### src/emg_envelope_feature_defines.svh
// Assertion macros shared by the EMG envelope feature RTL.
`ifndef EMG_ENVELOPE_FEATURE_DEFINES_SVH
`define EMG_ENVELOPE_FEATURE_DEFINES_SVH

`ifndef ASSERT_OFF
// Property checked on every clock edge outside reset.
`define ASSERT_CLK(label, prop) \
    label: assert property (@(posedge i_clk) disable iff (!i_rst_n) prop) \
        else $error("assertion failed");
// Condition that must never be seen outside reset.
`define ASSERT_NEVER(label, expr) \
    label: assert property (@(posedge i_clk) disable iff (!i_rst_n) !(expr)) \
        else $error("forbidden condition seen");
`else
`define ASSERT_CLK(label, prop)
`define ASSERT_NEVER(label, expr)
`endif

`endif

### src/emgef_pkg.sv
// Types, constants and register codes for the EMG envelope feature.
`timescale 1ns / 1ps

package emgef_pkg;

    // Field and register widths
    localparam int SAMPLE_W = 8;
    localparam int DZ_W     = 10;
    localparam int GAIN_W   = 10;
    localparam int RW_W     = 7;
    localparam int ENV_W    = 24;
    localparam int TAPS     = 7;

    // APB
    localparam int ADDR_W = 4;
    localparam int DATA_W = 32;

    // Matched filter
    localparam int SUM3_W = SAMPLE_W + 2;
    localparam int MF_W   = 18;
    localparam int U_W    = 16;
    localparam logic signed [3:0] FALL_WEIGHT = 4'sd7;

    // Lowpass fixed point
    localparam int STATE_W         = 48;
    localparam int STATE_FRAC_BITS = 32;
    localparam int COEF_FRAC_BITS  = 40;
    localparam int COEF_W          = 42;

    // Coefficients rounded to COEF_FRAC_BITS fraction bits
    localparam logic signed [COEF_W-1:0] COEF_B  = 42'sd1733198;
    localparam logic signed [COEF_W-1:0] COEF_A0 = -42'sd1095610563511;
    localparam logic signed [COEF_W-1:0] COEF_A1 = 42'sd2195115258494;

    // Digit-serial MAC
    localparam int DIG_W = 4;
    localparam int OP_W  = 52;
    localparam int N_DIG = OP_W / DIG_W;
    localparam int CNT_W = $clog2(N_DIG + 1);
    localparam int ACC_W = 48;
    localparam int LOW_W = OP_W - COEF_FRAC_BITS;
    localparam logic signed [ACC_W-1:0] ACC_RND = ACC_W'(1) << (COEF_FRAC_BITS - 1);

    localparam logic signed [STATE_W-1:0] STATE_MAX = {1'b0, {(STATE_W-1){1'b1}}};
    localparam logic signed [STATE_W-1:0] STATE_MIN = {1'b1, {(STATE_W-1){1'b0}}};

    // Output scaling
    localparam int SUM_W  = STATE_W + 2;
    localparam int PROD_W = SUM_W + GAIN_W;
    localparam int GPAD_W = ((GAIN_W + DIG_W - 1) / DIG_W) * DIG_W;
    localparam int GDIG_N = GPAD_W / DIG_W;
    localparam int GCNT_W = $clog2(GDIG_N);
    localparam int RND_W  = PROD_W - STATE_FRAC_BITS;
    localparam logic signed [PROD_W-1:0] PROD_RND = PROD_W'(1) << (STATE_FRAC_BITS - 1);
    localparam logic signed [ENV_W-1:0] ENV_MAX = {1'b0, {(ENV_W-1){1'b1}}};
    localparam logic signed [ENV_W-1:0] ENV_MIN = {1'b1, {(ENV_W-1){1'b0}}};

    // Config register reset values
    localparam logic [DZ_W-1:0]   DZ_RESET   = 10'd30;
    localparam logic [GAIN_W-1:0] GAIN_RESET = 10'd400;
    localparam logic [RW_W-1:0]   RW_RESET   = 7'd7;

    typedef enum logic [1:0] {
        REG_DEAD_ZONE   = 2'd0,
        REG_OUTPUT_GAIN = 2'd1,
        REG_RISE_WEIGHT = 2'd2
    } t_reg_idx;

    typedef enum logic [1:0] {
        LP_IDLE,
        LP_RUN,
        LP_SAT,
        LP_HOLD
    } t_lp_state;

    typedef enum logic [1:0] {
        SC_IDLE,
        SC_MUL,
        SC_OUT
    } t_sc_state;

    typedef struct packed {
        logic           start;
        logic [U_W-1:0] u;
    } t_lp_start;

    typedef struct packed {
        logic                    valid;
        logic signed [SUM_W-1:0] sum;
    } t_sum_req;

endpackage

### src/emg_envelope_feature.sv
// EMG envelope feature: config registers, matched filter, lowpass and output scaling.
// An accepted request passes the matched filter, the lowpass MAC, saturate and handoff
// and the output gain before o_out_valid. A new request is taken only once the lowpass
// is idle again, after its 13-digit serial MAC, saturate state and handoff to the scaler.
// Reset (synchronous, active low) clears sample history and filter state, loads the
// register defaults and drops o_out_valid.
`timescale 1ns / 1ps

module emg_envelope_feature
    import emgef_pkg::*;
(
    input  logic                       i_clk,
    input  logic                       i_rst_n,
    input  logic                       i_in_valid,
    output logic                       o_in_stall,
    input  logic signed [SAMPLE_W-1:0] i_sample,
    output logic                       o_out_valid,
    input  logic                       i_out_stall,
    output logic signed [ENV_W-1:0]    o_envelope,
    input  logic                       psel,
    input  logic                       penable,
    input  logic                       pwrite,
    input  logic [ADDR_W-1:0]          paddr,
    input  logic [DATA_W-1:0]          pwdata,
    output logic [DATA_W-1:0]          prdata,
    output logic                       pready
);

    logic [DZ_W-1:0]   r_dead_zone;
    logic [GAIN_W-1:0] r_output_gain;
    logic [RW_W-1:0]   r_rise_weight;
    logic              w_cfg_wr;
    t_reg_idx          w_reg;
    logic              w_accept;
    logic              w_lp_ready;
    logic              w_sc_ready;
    logic [U_W-1:0]    w_u;
    t_lp_start         w_start;
    t_sum_req          w_sum;

    assign pready   = 1'b1;
    assign w_cfg_wr = psel && penable && pwrite && pready;
    assign w_reg    = t_reg_idx'(paddr[ADDR_W-1:2]);

    always_ff @(posedge i_clk) begin
        if (!i_rst_n) begin
            r_dead_zone   <= DZ_RESET;
            r_output_gain <= GAIN_RESET;
            r_rise_weight <= RW_RESET;
        end else if (w_cfg_wr) begin
            unique case (w_reg)
                REG_DEAD_ZONE:   r_dead_zone   <= pwdata[DZ_W-1:0];
                REG_OUTPUT_GAIN: r_output_gain <= pwdata[GAIN_W-1:0];
                REG_RISE_WEIGHT: r_rise_weight <= pwdata[RW_W-1:0];
                default: ;
            endcase
        end
    end

    always_comb begin
        unique case (w_reg)
            REG_DEAD_ZONE:   prdata = DATA_W'(r_dead_zone);
            REG_OUTPUT_GAIN: prdata = DATA_W'(r_output_gain);
            REG_RISE_WEIGHT: prdata = DATA_W'(r_rise_weight);
            default:         prdata = '0;
        endcase
    end

    // a new request enters whenever the lowpass is idle
    assign o_in_stall    = !w_lp_ready;
    assign w_accept      = i_in_valid && !o_in_stall;
    assign w_start.start = w_accept;
    assign w_start.u     = w_u;

    emgef_match u_match (
        .i_clk         (i_clk),
        .i_rst_n       (i_rst_n),
        .i_shift       (w_accept),
        .i_sample      (i_sample),
        .i_dead_zone   (r_dead_zone),
        .i_rise_weight (r_rise_weight),
        .o_u           (w_u)
    );

    emgef_lowpass u_lowpass (
        .i_clk      (i_clk),
        .i_rst_n    (i_rst_n),
        .i_start    (w_start),
        .o_ready    (w_lp_ready),
        .o_sum      (w_sum),
        .i_sum_take (w_sc_ready)
    );

    emgef_scale u_scale (
        .i_clk       (i_clk),
        .i_rst_n     (i_rst_n),
        .i_gain      (r_output_gain),
        .i_sum       (w_sum),
        .o_ready     (w_sc_ready),
        .o_out_valid (o_out_valid),
        .o_envelope  (o_envelope),
        .i_out_stall (i_out_stall)
    );

endmodule

### src/emgef_match.sv
// Sample history and matched filter with dead zone.
`timescale 1ns / 1ps

module emgef_match
    import emgef_pkg::*;
(
    input  logic                       i_clk,
    input  logic                       i_rst_n,
    input  logic                       i_shift,
    input  logic signed [SAMPLE_W-1:0] i_sample,
    input  logic [DZ_W-1:0]            i_dead_zone,
    input  logic [RW_W-1:0]            i_rise_weight,
    output logic [U_W-1:0]             o_u
);

    logic signed [SAMPLE_W-1:0] r_hist [TAPS];
    logic signed [SUM3_W-1:0]   w_new;
    logic signed [SUM3_W-1:0]   w_old;
    logic signed [MF_W-1:0]     w_rise;
    logic signed [MF_W-1:0]     w_fall;
    logic signed [MF_W-1:0]     w_m;
    logic signed [MF_W-1:0]     w_ex;

    // index 0 holds the newest sample
    always_ff @(posedge i_clk) begin
        if (!i_rst_n) begin
            for (int i = 0; i < TAPS; i++) r_hist[i] <= '0;
        end else if (i_shift) begin
            r_hist[0] <= i_sample;
            for (int i = 1; i < TAPS; i++) r_hist[i] <= r_hist[i-1];
        end
    end

    // uses the history before the new sample enters
    assign w_new  = SUM3_W'(r_hist[0]) + SUM3_W'(r_hist[1]) + SUM3_W'(r_hist[2]);
    assign w_old  = SUM3_W'(r_hist[TAPS-3]) + SUM3_W'(r_hist[TAPS-2])
                  + SUM3_W'(r_hist[TAPS-1]);
    assign w_rise = MF_W'(w_old) * $signed({{(MF_W-RW_W){1'b0}}, i_rise_weight});
    assign w_fall = MF_W'(w_new) * MF_W'(FALL_WEIGHT);
    assign w_m    = w_rise - w_fall;
    assign w_ex   = w_m - $signed({{(MF_W-DZ_W){1'b0}}, i_dead_zone});
    assign o_u    = (w_ex > MF_W'(0)) ? w_ex[U_W-1:0] : '0;

endmodule

### src/emgef_lowpass.sv
// Digit-serial second-order lowpass: MAC over 4-bit digits, saturate, state update.
`timescale 1ns / 1ps
`include "emg_envelope_feature_defines.svh"

module emgef_lowpass
    import emgef_pkg::*;
(
    input  logic      i_clk,
    input  logic      i_rst_n,
    input  t_lp_start i_start,
    output logic      o_ready,
    output t_sum_req  o_sum,
    input  logic      i_sum_take
);

    t_lp_state                   r_state, n_state;
    logic [CNT_W-1:0]            r_cnt;
    logic [OP_W-1:0]             r_op0, r_op1, r_opu;
    logic signed [ACC_W-1:0]     r_acc;
    logic [LOW_W-1:0]            r_low;
    logic signed [STATE_W-1:0]   r_v0, r_v1;
    logic signed [SUM_W-1:0]     r_sum;
    logic                        w_last;
    logic                        w_fit;
    logic signed [DIG_W:0]       w_d0, w_d1, w_du;
    logic signed [COEF_W+DIG_W:0] w_p0, w_p1, w_pu;
    logic signed [ACC_W-1:0]     w_nsum;
    logic signed [STATE_W-1:0]   w_v2;
    logic signed [SUM_W-1:0]     w_sum;

    // top digit of a multiplicand carries the sign
    function automatic logic signed [DIG_W:0] f_digit(input logic [DIG_W-1:0] d,
                                                      input logic top);
        return top ? $signed({d[DIG_W-1], d}) : $signed({1'b0, d});
    endfunction

    assign w_last = (r_cnt == CNT_W'(N_DIG - 1));
    assign w_d0   = f_digit(r_op0[DIG_W-1:0], w_last);
    assign w_d1   = f_digit(r_op1[DIG_W-1:0], w_last);
    assign w_du   = f_digit(r_opu[DIG_W-1:0], w_last);
    assign w_p0   = COEF_A0 * w_d0;
    assign w_p1   = COEF_A1 * w_d1;
    assign w_pu   = COEF_B * w_du;
    assign w_nsum = r_acc + ACC_W'(w_p0) + ACC_W'(w_p1) + ACC_W'(w_pu);

    // result = acc * 2^LOW_W + low digits; fits in 48 bits when the top bits agree
    assign w_fit = (&r_acc[ACC_W-1:STATE_W-LOW_W-1]) || (~|r_acc[ACC_W-1:STATE_W-LOW_W-1]);
    assign w_v2  = w_fit ? $signed({r_acc[STATE_W-LOW_W-1:0], r_low})
                         : (r_acc[ACC_W-1] ? STATE_MIN : STATE_MAX);
    assign w_sum = SUM_W'(r_v0) + (SUM_W'(r_v1) <<< 1) + SUM_W'(w_v2);

    always_comb begin
        n_state = r_state;
        unique case (r_state)
            LP_IDLE: if (i_start.start) n_state = LP_RUN;
            LP_RUN:  if (w_last) n_state = LP_SAT;
            LP_SAT:  n_state = LP_HOLD;
            LP_HOLD: if (i_sum_take) n_state = LP_IDLE;
            default: n_state = LP_IDLE;
        endcase
    end

    always_comb begin
        o_ready     = (r_state == LP_IDLE);
        o_sum.valid = (r_state == LP_HOLD);
        o_sum.sum   = r_sum;
    end

    always_ff @(posedge i_clk) begin
        if (!i_rst_n) begin
            r_state <= LP_IDLE;
            r_cnt   <= '0;
        end else begin
            r_state <= n_state;
            if (r_state == LP_RUN) r_cnt <= r_cnt + CNT_W'(1);
            else r_cnt <= '0;
        end
    end

    // filter state
    always_ff @(posedge i_clk) begin
        if (!i_rst_n) begin
            r_v0 <= '0;
            r_v1 <= '0;
        end else if (r_state == LP_SAT) begin
            r_v0 <= r_v1;
            r_v1 <= w_v2;
        end
    end

    // operand shift registers and accumulator
    always_ff @(posedge i_clk) begin
        if (r_state == LP_IDLE && i_start.start) begin
            r_op0 <= OP_W'(r_v0);
            r_op1 <= OP_W'(r_v1);
            r_opu <= OP_W'({i_start.u, {STATE_FRAC_BITS{1'b0}}});
            r_acc <= ACC_RND;
            r_low <= '0;
        end else if (r_state == LP_RUN) begin
            r_op0 <= r_op0 >> DIG_W;
            r_op1 <= r_op1 >> DIG_W;
            r_opu <= r_opu >> DIG_W;
            r_acc <= w_nsum >>> DIG_W;
            r_low <= {w_nsum[DIG_W-1:0], r_low[LOW_W-1:DIG_W]};
        end
        if (r_state == LP_SAT) r_sum <= w_sum;
    end

    `ASSERT_NEVER(a_start_busy, i_start.start && (r_state != LP_IDLE))
    `ASSERT_CLK(a_state_shift, (r_state == LP_SAT) |=> (r_v0 == $past(r_v1)))
    `ASSERT_CLK(a_hold_stable, (r_state == LP_HOLD) && !i_sum_take |=> (r_state == LP_HOLD) && $stable(r_sum))

endmodule

### src/emgef_scale.sv
// Digit-serial output gain, rounding, saturation and output register.
`timescale 1ns / 1ps
`include "emg_envelope_feature_defines.svh"

module emgef_scale
    import emgef_pkg::*;
(
    input  logic                    i_clk,
    input  logic                    i_rst_n,
    input  logic [GAIN_W-1:0]       i_gain,
    input  t_sum_req                i_sum,
    output logic                    o_ready,
    output logic                    o_out_valid,
    output logic signed [ENV_W-1:0] o_envelope,
    input  logic                    i_out_stall
);

    t_sc_state                     r_state, n_state;
    logic [GCNT_W-1:0]             r_cnt;
    logic signed [SUM_W-1:0]       r_sum;
    logic signed [PROD_W-1:0]      r_p;
    logic [GPAD_W-1:0]             r_g;
    logic                          r_out_valid;
    logic signed [ENV_W-1:0]       r_env;
    logic [DIG_W-1:0]              w_gd;
    logic signed [SUM_W+DIG_W:0]   w_part;
    logic signed [PROD_W-1:0]      w_pnext;
    logic signed [PROD_W-1:0]      w_rnd;
    logic signed [RND_W-1:0]       w_r;
    logic signed [ENV_W-1:0]       w_env;
    logic                          w_last;
    logic                          w_free;

    // gain digits taken MSB first
    assign w_gd    = r_g[GPAD_W-1 -: DIG_W];
    assign w_part  = r_sum * $signed({1'b0, w_gd});
    assign w_pnext = (r_p <<< DIG_W) + PROD_W'(w_part);
    assign w_last  = (r_cnt == GCNT_W'(GDIG_N - 1));

    assign w_rnd = r_p + PROD_RND;
    assign w_r   = $signed(w_rnd[PROD_W-1:STATE_FRAC_BITS]);
    assign w_env = ((&w_r[RND_W-1:ENV_W-1]) || (~|w_r[RND_W-1:ENV_W-1]))
                   ? w_r[ENV_W-1:0]
                   : (w_r[RND_W-1] ? ENV_MIN : ENV_MAX);

    // output register free when empty or being taken this cycle
    assign w_free = !r_out_valid || !i_out_stall;

    always_comb begin
        n_state = r_state;
        unique case (r_state)
            SC_IDLE: if (i_sum.valid) n_state = SC_MUL;
            SC_MUL:  if (w_last) n_state = SC_OUT;
            SC_OUT:  if (w_free) n_state = SC_IDLE;
            default: n_state = SC_IDLE;
        endcase
    end

    always_comb begin
        o_ready     = (r_state == SC_IDLE);
        o_out_valid = r_out_valid;
        o_envelope  = r_env;
    end

    always_ff @(posedge i_clk) begin
        if (!i_rst_n) begin
            r_state     <= SC_IDLE;
            r_cnt       <= '0;
            r_out_valid <= 1'b0;
        end else begin
            r_state <= n_state;
            if (r_state == SC_MUL) r_cnt <= r_cnt + GCNT_W'(1);
            else r_cnt <= '0;
            if (r_state == SC_OUT && w_free) r_out_valid <= 1'b1;
            else if (r_out_valid && !i_out_stall) r_out_valid <= 1'b0;
        end
    end

    always_ff @(posedge i_clk) begin
        if (r_state == SC_IDLE && i_sum.valid) begin
            r_sum <= i_sum.sum;
            r_p   <= '0;
            r_g   <= GPAD_W'(i_gain);
        end else if (r_state == SC_MUL) begin
            r_p <= w_pnext;
            r_g <= r_g << DIG_W;
        end
        if (r_state == SC_OUT && w_free) r_env <= w_env;
    end

    `ASSERT_CLK(a_out_written, (r_state == SC_OUT) && w_free |=> r_out_valid)

endmodule
### config.mk
export PLATFORM = sky130hd
export DESIGN_NAME = emg_envelope_feature
export DESIGN_NICKNAME = d
export VERILOG_FILES = /design/src/emgef_pkg.sv /design/src/emg_envelope_feature.sv /design/src/emgef_match.sv /design/src/emgef_lowpass.sv /design/src/emgef_scale.sv
export VERILOG_INCLUDE_DIRS = /design/src /design/src/src
export SDC_FILE = /design/constraint.sdc
export NUM_CORES = 2
export LEC_CHECK = 0
export CAP_MARGIN = 15
export CORE_MARGIN = 8
export CORE_UTILIZATION = 40
export CTS_CLUSTER_DIAMETER = 30
export DETAILED_ROUTE_END_ITERATION = 12
export DONT_BUFFER_PORTS = 1
export MAX_ROUTING_LAYER = met4
export SETUP_SLACK_MARGIN = 0.4
export SYNTH_ARGS = -nofsm -noshare
export SYNTH_HDL_FRONTEND = slang
export SYNTH_SLANG_ARGS = --single-unit
### constraint.sdc
create_clock -name i_clk -period 8.6 [get_ports i_clk]
set_input_delay 0.86 -clock i_clk [delete_from_list [all_inputs] [get_ports i_clk]]
set_output_delay 0.86 -clock i_clk [all_outputs]
set_load 0.005 [all_outputs]
==> run_results.csv <==
group,metric,value,unit
die,die_height,377.3,um
logic_synthesis,synth-main-ff-cell,"edfxtp_1",
sta,period_share,0.9792,
grt,grt_pass1_vias,38780,
setup_path,cp.arrival,8.89,ns
setup_path,startpoint_type,"register",
setup_path,rr_startpoint,"u_match.r_hist[0][17]",
sta,finalHoldViolCount,0,
logic_synthesis,synth_area,52220,um^2
sta,relSlewSlack,0.3208,
clock_tree,cts_sinks,588,
clock_tree,clock-root-buffer,"clkbuf_16",
logic_synthesis,ys_seq_area_frac,0.2837,
setup_path,crit_top_cell,"fa_1",
placed_design,dpl_cell_area,55240,um^2
die,core,129500,um^2
logic_synthesis,avgSynthCellArea,9.533,um^2
setup_path,criticalPathCategory,"register to register",
clock_tree,path_clk_slew,0.04,ns
logic_synthesis,synth_top_cell_by_area,"edfxtp_1",
logic_synthesis,synth_cells,5478,
route,firstDrtPassIters,5,
route,drcViolationCount,0,
worst_hold_path,hold_class,"input pin to register",
sta,worstMarginPinSlew,1.019,ns
route,drt-total-wl,128.8,mm
logic_synthesis,synth_top_area_frac,0.1748,
die,ioPinCount,110,
sta,timing.fmax,0.1187,GHz
logic_synthesis,yosysMostFrequentCell,"nand2_1",
logic_synthesis,ys.warnings.count,0,
sta,min_period,8.421,ns
clock_tree,clock_latency,0.75,ns
logic_synthesis,async_reset_ff_frac,0,
sta,rsz0062_at_grt,"true",
sta,whs,0.2678,ns
setup_path,crit_fanout,7,
die,die_w,377.3,um
die,start_util,0.4033,
setup_path,required,9.07,ns
grt,grt_max_degree,189,
setup_path,slowest_stage,"fa_1",
placed_design,dp_hpwl,98.80,mm
final_layout,fin_nets,6693,
flow_run,maxCapViolations,0,
clock_tree,max-clock-path-buffers,3,
die,dieArea,142400,um^2
setup_path,worst_path_largest_cell_delay,0.54,ns
final_layout,multi_input_area,35170,um^2
logic_synthesis,synthTopCellsByArea,"edfxtp_1 17%, fa_1 17%, ha_1 14%",
sta,slew_viol_final,0,
placed_design,io_buffers,0,
route,vias,38510,
final_layout,num-fill-cells,12130,
clock_tree,numCtsBuffers,153,
run_status,status,"completed",
clock_tree,cts_tree,"yes",
logic_synthesis,synthTopCellsByCount,"618 x nand2_1, 585 x inv_1, 568 x ha_1",
placed_design,gp_congestion,0.9262,
final_layout,final_cell_area,61380,um^2
setup_path,worst_setup_path_end_kind,"register",
worst_hold_path,hold_path.startpoint,"pwdata[7]",
logic_synthesis,ys_types,84,
setup_path,path_delay_family,"adder cells",
clock_tree,cts-hold-fix-buffers,0,
die,rows,132,
sta,finalSetupViolCount,0,
route,drtIter0Drc,2148,
final_layout,drive_above_1_share,0.1068,
route,antenna_left,0,
logic_synthesis,ys_seq_elements,588,
route,vias_per_cell,5.127,
grt,grt_overflow,0,
setup_path,path_buf_inv,9,
final_layout,syn_to_final_growth,17.53,%
final_layout,regArea,14810,um^2
grt,grt_pass1_wl,206.9,mm
grt,track_usage,0.1830,
route,wire_per_inst,17.15,um
clock_tree,htreeDepth,4,
sta,clock-skew-final,0.06480,ns
setup_path,startpoint,"u_match.r_hist[0][17]",
sta,tns,0,ns
grt,antenna_found_initial,2,
logic_synthesis,synth_edf_count,304,
final_layout,utilization,0.4740,
per-layer routing:
| layer | wire (um) | global-route usage | part of all wire |
|---|---|---|---|
| met4 | 3744 | 0.05996 | 0.029 |
| met2 | 60340 | 0.2932 | 0.47 |
| met5 | 0 | - | 0 |
| met3 | 5108 | 0.02550 | 0.040 |
| met1 | 59600 | 0.2395 | 0.46 |
repair_timing:
action,in CTS,in global routing
setup endpoints to repair,19,34
pin swaps,36,83
setup buffers,5,14
resized for setup,17,90
gates cloned,1,0
final timing paths:
check                              to  slack (ns)  depth (start not counted)
setup / recovery  u_lowpass.r_opu[33]        0.18                         37
hold / removal       r_output_gain[7]        0.27                          2
setup reg to reg  u_lowpass.r_opu[33]        0.18                         37
hold reg to reg      u_scale.r_sum[1]        0.39                          0
cell usage in the layout (no fill, tap or decap), types with 76 or more instances in the layout:
cell	instances
clkbuf_16	154
ha_1	547
and2_1	250
o21ai_0	159
nand3_1	76
inv_1	561
and3_1	92
xnor2_1	178
mux2i_1	140
fa_1	434
nand2_1	615
dfxtp_1	284
nor2b_1	109
a21o_1	170
xor2_1	109
edfxtp_1	304
nor2_1	237
buf_4	193
a21oi_1	308
sequential cells by signal, indices dropped and copies added, names as in the netlist, 24 cells and up:
register,count
u_scale.r_sum,50
u_lowpass.r_op1,49
u_lowpass.r_v0,48
u_lowpass.r_sum,50
u_lowpass.r_acc,44
u_lowpass.r_v1,48
u_scale.o_envelope,24
u_lowpass.r_opu,48
u_lowpass.r_op0,49
u_match.r_hist,56
u_scale.r_p,60
layout make-up:
class,instances,area share
diodes,2,0.00008154
clock buffers,197,0.06786
clock inverters,88,0.02153
inverters,585,0.03584
multi-input cells,4110,0.5729
flip-flops and latches,588,0.2414
well taps,1742,0.03551
repair buffers,199,0.02489
cells by family after synthesis:
family                     after synthesis  share of synthesized area
and+or+nand+nor                       1592                     0.1475
AOI/OAI and AO/OA                     1048                     0.1282
adders and majority gates             1005                     0.3036
buffers and inverters                  802                    0.05944
DFF                                    588                     0.2837
xor gates and xnor gates               300                    0.05032
muxes                                  141                    0.02705
other                                    2                  0.0001438
stage by stage:
| stage | worst slack (ns) | instances |
|---|---|---|
| 2_1_floorplan | 0.4171 | 5499 |
| 3_3_place_gp | -0.09489 | 7202 |
| 3_5_place_dp | -0.1666 | 7202 |
| 4_1_cts | 0.1431 | 7493 |
| 5_1_grt | -0.1785 | 7511 |
| 6_report | 0.1789 | 7511 |
Power is left out: the tool's default activity adds up to more than one toggle a clock period on the data nets, which glitch-free logic cannot reach.
